===== config.mk =====
export PLATFORM = sky130hd
export DESIGN_NAME = pid_integral_separation
export DESIGN_NICKNAME = d
export VERILOG_FILES = /design/src/design/pis_pkg.sv /design/src/design/pid_integral_separation.sv
export SDC_FILE = /design/constraint.sdc
export NUM_CORES = 2
export LEC_CHECK = 0
export BUFFER_PORTS_ARGS = -buffer_cell sky130_fd_sc_hd__buf_2
export CORE_UTILIZATION = 35
export CTS_CLUSTER_SIZE = 16
export DETAILED_ROUTE_END_ITERATION = 8
export PLACE_DENSITY = 0.47
export SYNTH_ARGS = -nofsm -noshare
export SYNTH_HDL_FRONTEND = slang
export SYNTH_SLANG_ARGS = --single-unit

===== constraint.sdc =====
create_clock -name clk -period 47.6 [get_ports clk]
set_input_delay 9.52 -clock clk [delete_from_list [all_inputs] [get_ports clk]]
set_output_delay 9.52 -clock clk [all_outputs]
set_load 0.1 [all_outputs]

===== src/design/pis_pkg.sv =====
// shared constants and types for the pid controller with integral separation
package pis_pkg;

  localparam int DATA_W      = 16;
  localparam int ERR_W       = DATA_W + 1;
  localparam int DRIVE_W     = 32;
  localparam int CFG_IDX_W   = 3;
  localparam int CFG_DATA_W  = 32;
  localparam int S_TDATA_W   = 2 * DATA_W;
  localparam int INTEG_W_DEF = 24;

  localparam logic signed [DATA_W-1:0]  GAIN_PROP_RST  = 16'sd256;
  localparam logic signed [DATA_W-1:0]  GAIN_INTEG_RST = 16'sd0;
  localparam logic signed [DATA_W-1:0]  GAIN_DERIV_RST = 16'sd0;
  localparam logic signed [DRIVE_W-1:0] UPPER_RST      = 32'sh7fffffff;
  localparam logic signed [DRIVE_W-1:0] LOWER_RST      = 32'sh80000000;
  // about 0.8 in q8.8
  localparam logic [DATA_W-1:0]         BAND_RST       = 16'd205;

  typedef enum logic [CFG_IDX_W-1:0] {
    REG_GAIN_PROP  = 3'd0,
    REG_GAIN_INTEG = 3'd1,
    REG_GAIN_DERIV = 3'd2,
    REG_UPPER      = 3'd3,
    REG_LOWER      = 3'd4,
    REG_BAND       = 3'd5
  } pis_reg_t;

endpackage


===== src/design/pid_integral_separation.sv =====
// pid controller with integral separation, one registered step per item
// Each input item (setpoint and measured in signed q8.8, clear flag in tuser)
// is captured in an input register and, once the output register is free, turned into
// one result item (saturated q16.16 drive in tdata, integral-enable flag in
// tuser) held in an output register. The block takes one item every cycle
// unless m_tready stalls the output; the limit is the loop from the previous drive
// through the integral gate, the integral multiply and the final saturation.
// Output valid is set as the item moves into the output register. A clear item
// zeroes the integral and the previous drive and returns a zero drive.
// Registers are written on the cfg channel, which is always ready; indexes
// beyond the register list are ignored.
module pid_integral_separation #(
  parameter int INTEG_WIDTH = pis_pkg::INTEG_W_DEF
) (
  input  logic                             clk,
  input  logic                             rst,
  input  logic                             s_tvalid,
  output logic                             s_tready,
  input  logic [pis_pkg::S_TDATA_W-1:0]    s_tdata,   // setpoint, measured
  input  logic                             s_tuser,   // clear_req
  output logic                             m_tvalid,
  input  logic                             m_tready,
  output logic [pis_pkg::DRIVE_W-1:0]      m_tdata,   // drive
  output logic                             m_tuser,   // integ_active
  input  logic                             cfg_valid,
  output logic                             cfg_ready,
  input  logic [pis_pkg::CFG_IDX_W-1:0]    cfg_index,
  input  logic [pis_pkg::CFG_DATA_W-1:0]   cfg_data
);
  import pis_pkg::*;

  localparam int IW  = INTEG_WIDTH;
  localparam int IW1 = INTEG_WIDTH + 1;
  localparam int SW  = ((INTEG_WIDTH + DATA_W > 2 * ERR_W) ?
                        INTEG_WIDTH + DATA_W : 2 * ERR_W) + 2;

  localparam logic signed [IW:0]    IMAX = {2'b00, {(IW-1){1'b1}}};
  localparam logic signed [IW:0]    IMIN = {2'b11, {(IW-1){1'b0}}};
  localparam logic signed [SW-1:0]  DMAX = {{(SW-DRIVE_W+1){1'b0}}, {(DRIVE_W-1){1'b1}}};
  localparam logic signed [SW-1:0]  DMIN = {{(SW-DRIVE_W+1){1'b1}}, {(DRIVE_W-1){1'b0}}};

  // configuration registers
  logic signed [DATA_W-1:0]  gain_prop, gain_integ, gain_deriv;
  logic signed [DRIVE_W-1:0] upper_limit, lower_limit;
  logic [DATA_W-1:0]         separation_band;

  // loop state
  logic signed [IW-1:0]      integ_sum, integ_sum_next;
  logic signed [ERR_W-1:0]   prev_error;
  logic signed [DRIVE_W-1:0] prev_drive;

  // input register
  logic                      in_valid;
  logic signed [DATA_W-1:0]  in_setpoint, in_measured;
  logic                      in_clear;

  // output register
  logic signed [DRIVE_W-1:0] drive, drive_next;
  logic                      active, active_next;

  logic                      advance;
  logic                      step;
  logic signed [ERR_W-1:0]   err;
  logic [ERR_W-1:0]          mag;
  logic                      add_ok;
  logic signed [IW:0]        isum_wide;
  logic signed [SW-1:0]      p_prop, p_integ, p_deriv, sum;
  logic signed [ERR_W:0]     derr;

  assign cfg_ready = 1'b1;
  assign advance   = !m_tvalid || m_tready;
  assign s_tready  = !in_valid || advance;
  assign step      = in_valid && advance;

  always_ff @(posedge clk) begin
    if (rst) begin
      gain_prop       <= GAIN_PROP_RST;
      gain_integ      <= GAIN_INTEG_RST;
      gain_deriv      <= GAIN_DERIV_RST;
      upper_limit     <= UPPER_RST;
      lower_limit     <= LOWER_RST;
      separation_band <= BAND_RST;
    end else if (cfg_valid && cfg_ready) begin
      case (cfg_index)
        REG_GAIN_PROP:  gain_prop       <= cfg_data[DATA_W-1:0];
        REG_GAIN_INTEG: gain_integ      <= cfg_data[DATA_W-1:0];
        REG_GAIN_DERIV: gain_deriv      <= cfg_data[DATA_W-1:0];
        REG_UPPER:      upper_limit     <= cfg_data[DRIVE_W-1:0];
        REG_LOWER:      lower_limit     <= cfg_data[DRIVE_W-1:0];
        REG_BAND:       separation_band <= cfg_data[DATA_W-1:0];
        default: ;
      endcase
    end
  end

  always_ff @(posedge clk) begin
    if (rst) begin
      in_valid <= 1'b0;
    end else if (s_tready) begin
      in_valid <= s_tvalid;
    end
  end

  always_ff @(posedge clk) begin
    if (s_tvalid && s_tready) begin
      in_setpoint <= s_tdata[DATA_W-1:0];
      in_measured <= s_tdata[2*DATA_W-1:DATA_W];
      in_clear    <= s_tuser;
    end
  end

  always_comb begin
    err       = ERR_W'(in_setpoint) - ERR_W'(in_measured);
    mag       = err[ERR_W-1] ? ERR_W'(-err) : ERR_W'(err);
    active_next = !in_clear && (mag < {1'b0, separation_band});
    add_ok    = ((prev_drive > upper_limit) && err[ERR_W-1]) ||
                ((prev_drive < lower_limit) && !err[ERR_W-1] && (err != '0)) ||
                ((prev_drive < upper_limit) && (prev_drive > lower_limit));
    isum_wide = IW1'(integ_sum) + IW1'(err);
    if (in_clear) begin
      integ_sum_next = '0;
    end else if (active_next && add_ok) begin
      if (isum_wide > IMAX) begin
        integ_sum_next = IMAX[IW-1:0];
      end else if (isum_wide < IMIN) begin
        integ_sum_next = IMIN[IW-1:0];
      end else begin
        integ_sum_next = isum_wide[IW-1:0];
      end
    end else begin
      integ_sum_next = integ_sum;
    end
    derr    = (ERR_W+1)'(err) - (ERR_W+1)'(prev_error);
    p_prop  = SW'(gain_prop) * SW'(err);
    p_integ = active_next ? SW'(gain_integ) * SW'(integ_sum_next) : '0;
    p_deriv = SW'(gain_deriv) * SW'(derr);
    sum     = p_prop + p_integ + p_deriv;
    if (in_clear) begin
      drive_next = '0;
    end else if (sum > DMAX) begin
      drive_next = DMAX[DRIVE_W-1:0];
    end else if (sum < DMIN) begin
      drive_next = DMIN[DRIVE_W-1:0];
    end else begin
      drive_next = sum[DRIVE_W-1:0];
    end
  end

  always_ff @(posedge clk) begin
    if (rst) begin
      integ_sum  <= '0;
      prev_error <= '0;
      prev_drive <= '0;
    end else if (step) begin
      integ_sum  <= integ_sum_next;
      prev_drive <= drive_next;
      if (!in_clear) begin
        prev_error <= err;
      end
    end
  end

  always_ff @(posedge clk) begin
    if (rst) begin
      m_tvalid <= 1'b0;
    end else if (advance) begin
      m_tvalid <= in_valid;
    end
  end

  always_ff @(posedge clk) begin
    if (step) begin
      drive  <= drive_next;
      active <= active_next;
    end
  end

  assign m_tdata = drive;
  assign m_tuser = active;

`ifndef NO_ASSERTIONS
  a_clear_zero: assert property (@(posedge clk) disable iff (rst)
    (step && in_clear) |=> (m_tdata == '0) && !m_tuser && (integ_sum == '0))
    else $error("clear item did not zero drive and integral");

  a_hold_integ: assert property (@(posedge clk) disable iff (rst)
    (step && !in_clear && !active_next) |=> $stable(integ_sum))
    else $error("integral changed while separated");

  a_prev_drive: assert property (@(posedge clk) disable iff (rst)
    m_tvalid |-> (prev_drive == m_tdata))
    else $error("previous drive out of step with output");

  a_ready_free: assert property (@(posedge clk) disable iff (rst)
    !m_tvalid |-> s_tready)
    else $error("input stalled with empty output");
`endif

endmodule


==> summary.md <==
| Metric | Value |
|---|---|
| Syn Area/Cell | `8.89 µm²` |
| Power share of the clock group | `0.158` |
| Clk buf depth | `3` |
| Switching share of power | `0.540` |
| Worst-margin pin slew | `1.33 ns` |
| Syn nets | `7,652` |
| CTS tree | `yes` |
| Share of cells above drive strength 1 | `0.0581` |
| Number of I/O port buffers | `107` |
| Net total in the final layout | `7,640` |
| Highest metal used | `met4` |
| Most common cell after layout, fill and taps aside | `inv_1` |
| Commonest cells after routing, fill and taps aside | `inv_1, fa_1, nand2_1, ha_1, nor2_1` |
| Via-to-Cell Ratio | `4.94` |
| WS Path Type | `flip-flop to flip-flop` |
| P_int | `0.000779 W` |
| Number of synthesized flops with an enable pin | `66` |
| Lkg Pwr | `27.0 nW` |
| Tmin final | `23.10 ns` |
| Cts hold-fix bufs | `0` |
| Drt total wl | `171,000 µm` |
| Total CTS buffers | `35` |
| Layout area overhead | `7.61%` |
| Starting Density | `0.353` |
| Post_cts resized | `0` |
| GR Overflow Total | `0` |
| Synth Instances | `6,059` |
| Crit-path max FO | `27` |
| Max-slew headroom | `0.103` |
| Dpl hpwl | `141,000 µm` |
| Die footprint | `156,000 µm²` |
| Total track usage | `0.226` |
| Number of distinct library cells after synthesis | `87` |
| RSZ-0062 raised after global routing | `no` |
| Per-cell routed wire length | `21.1 µm` |
| Pre-Repair DR Iteration Count | `5` |
| Combinational share of power | `0.678` |
| Vias in the first global route | `43,600` |
| Number of remaining DRC errors | `0` |
| Register area | `6050 µm²` |
| Setup_tns | `0 ns` |
| Required time of the critical path | `48.00 ns` |
| Sequential share of the synthesized area | `0.112` |
| Status | `finished, final reports clean` |
| Die span in y | `394 µm` |
| Global-route wire length before repair | `268,000 µm` |
| H-tree levels | `2` |
| Worst-path clk slew | `0.06 ns` |
| Synth async-reset ratio | `0` |
| Hold Path Class | `flip-flop to flip-flop` |
| Max cap viols | `0` |
| Seq pwr share | `0.163` |
| Final Hold Violating Endpoints | `0` |
| Most frequent CP cell | `fa_1` |
| Clock Latency Late Sink | `0.59 ns` |
| WL met2 | `85,500 µm` |
| Initial antenna violation count | `6` |
| Final Wtd Congestion | `0.922` |
| Clock skew | `0.0319 ns` |
| Final antenna-violating net count | `0` |
| Pin count of the biggest net entering global routing | `110` |
| CORE AREA | `152,000 µm²` |
| CTS sink cnt | `269` |
| Setup-failing EPs final | `0` |
| Flops & latches, synth | `269` |
| Arr. time, crit path | `23.49 ns` |
| Die width | `394 µm` |
| Pwr Density | `29.2 nW/µm²` |
| DRT iter0 DRCs | `2,171` |
| Final Power | `0.00170 W` |
| CP peak stage delay | `0.97 ns` |
| Via count | `40,000` |
| Fillers | `15,700` |
| Switching power | `0.000916 W` |
| Worst vdd ir | `0.0000385 V` |
| Synth Warn # | `0` |
| Period utilisation layout | `0.485` |
| CTS Root Cell | `clkbuf_16` |
| CP endpoint kind | `flip-flop` |
| Rows | `143` |
| Post-CTS setup buffers | `0` |
| I/O Pins | `109` |
| Max stage delay cell, worst path | `and2_1` |
| Multi-input gate area | `41,900 µm²` |
| Metal-1 WL | `72,600 µm` |
| Final Max Tran Viols | `0` |
| Startpoint types | `flip-flop` |
| Mapped Area | `53,900 µm²` |
| Met3 Wirelength | `7610 µm` |
| Most used DFF post-synth | `dfxtp_1` |
| Fmax | `43.3 MHz` |
| Smallest hold slack | `0.454 ns` |
-- power by group through the flow --
stage	Sequential, W	Combinational [W]	Clock (W)
floorplan	0.000343	0.000692	0
global placement	0.000282	0.00114	0
detailed placement	0.000282	0.00115	0
CTS	0.000277	0.00115	0.000275
global route	0.000279	0.00126	0.000283
finish	0.000277	0.00115	0.000268
-- registers in the layout (all words and copies together), names as in the netlist, 16 cells and up --
| name | cells |
|---|---|
| gain_deriv | 16 |
| gain_integ | 16 |
| gain_prop | 16 |
| in_measured | 16 |
| in_setpoint | 16 |
| integ_sum | 24 |
| lower_limit | 32 |
| m_tdata | 32 |
| prev_drive | 32 |
| prev_error | 17 |
| separation_band | 16 |
| upper_limit | 32 |
-- cells in the mapped netlist (6+ instances only) --
cell type	instances	area share
a211o_1	11	0.0018
a211oi_1	47	0.0065
a21boi_0	8	0.0011
a21o_1	65	0.0091
a21oi_1	242	0.022
a22o_1	29	0.0047
a31o_2	6	0.00098
a31oi_1	17	0.0020
and2_1	155	0.018
and3_1	27	0.0031
buf_1	14	0.00098
buf_4	10	0.0014
clkbuf_1	213	0.015
dfxtp_1	203	0.075
edfxtp_1	66	0.037
fa_1	1128	0.42
ha_1	392	0.091
inv_1	1378	0.096
mux2_4	17	0.0047
mux2i_1	9	0.0017
mux2i_2	8	0.0020
mux2i_4	9	0.0038
nand2_1	985	0.069
nand2b_1	65	0.0075
nand3_1	43	0.0040
nand3b_1	36	0.0050
nand4_1	19	0.0022
nor2_1	310	0.022
nor2b_1	64	0.0074
nor3_1	39	0.0036
nor4_1	10	0.0012
o2111ai_1	6	0.00098
o211ai_1	22	0.0031
o21a_1	26	0.0036
o21ai_0	96	0.0089
o21bai_1	14	0.0020
o31ai_1	14	0.0020
o41ai_1	6	0.00098
or2_2	14	0.0016
or3_1	14	0.0016
xnor2_1	88	0.014
xor2_1	35	0.0057
-- final timing paths --
path	end	from	slack (ns)	depth (start not counted)
min reg2reg	gain_deriv[4]$_SDFFE_PP0P_	gain_deriv[4]$_SDFFE_PP0P_	0.45	2
max	prev_drive[19]$_SDFFE_PP0P_	in_setpoint[3]$_DFFE_PP_	24.50	68
max reg2reg	prev_drive[19]$_SDFFE_PP0P_	in_setpoint[3]$_DFFE_PP_	24.50	68
min	gain_deriv[4]$_SDFFE_PP0P_	gain_deriv[4]$_SDFFE_PP0P_	0.45	2
-- per-layer routing --
layer	vias to the layer above	GRT usage
met5	-	0
met4	0	0.0633
met3	176	0.0247
met2	918	0.400
met1	20600	0.292
li1	18300	-
-- worst max-delay path, delay by kind of cell (launching register included) --
family          cells  cell delay (ns)
compound gates     20             6.73
xor+xnor            1             0.20
fa+ha+maj          18             8.72
buf+inv            15             1.51
flops               1             0.36
mux                 1             0.60
simple gates       13             4.68
-- cell families after synthesis --
kind of cell    count (synthesis)  synth area share
fa+ha+maj                    1522             0.511
other cells                     1         0.0000696
buf+inv                      1625             0.115
simple gates                 1804             0.149
mux                            48            0.0133
compound gates                667            0.0802
flops                         269             0.112
xor+xnor                      123            0.0200
-- per-stage QoR --
step	util	worst slack [ns]	area, µm²	std cells
finish	0.380	24.50	58000	8106
global route	0.380	23.24	58000	8104
CTS	0.380	24.64	58000	8104
detailed placement	0.373	24.75	56900	8040
global placement	0.373	24.91	56900	8040
floorplan	-	27.80	53900	6059
-- final cells by class --
type | instances | area share
multi-input combinational | 4165 | 0.722
sequential | 269 | 0.104
inverter | 1379 | 0.0893
clock inverter | 18 | 0.00311
clock buffer | 46 | 0.0162
antenna | 2 | 0.0000863
tap | 2030 | 0.0438
timing repair buffer | 197 | 0.0210
Power figures use the tool's default switching activity.
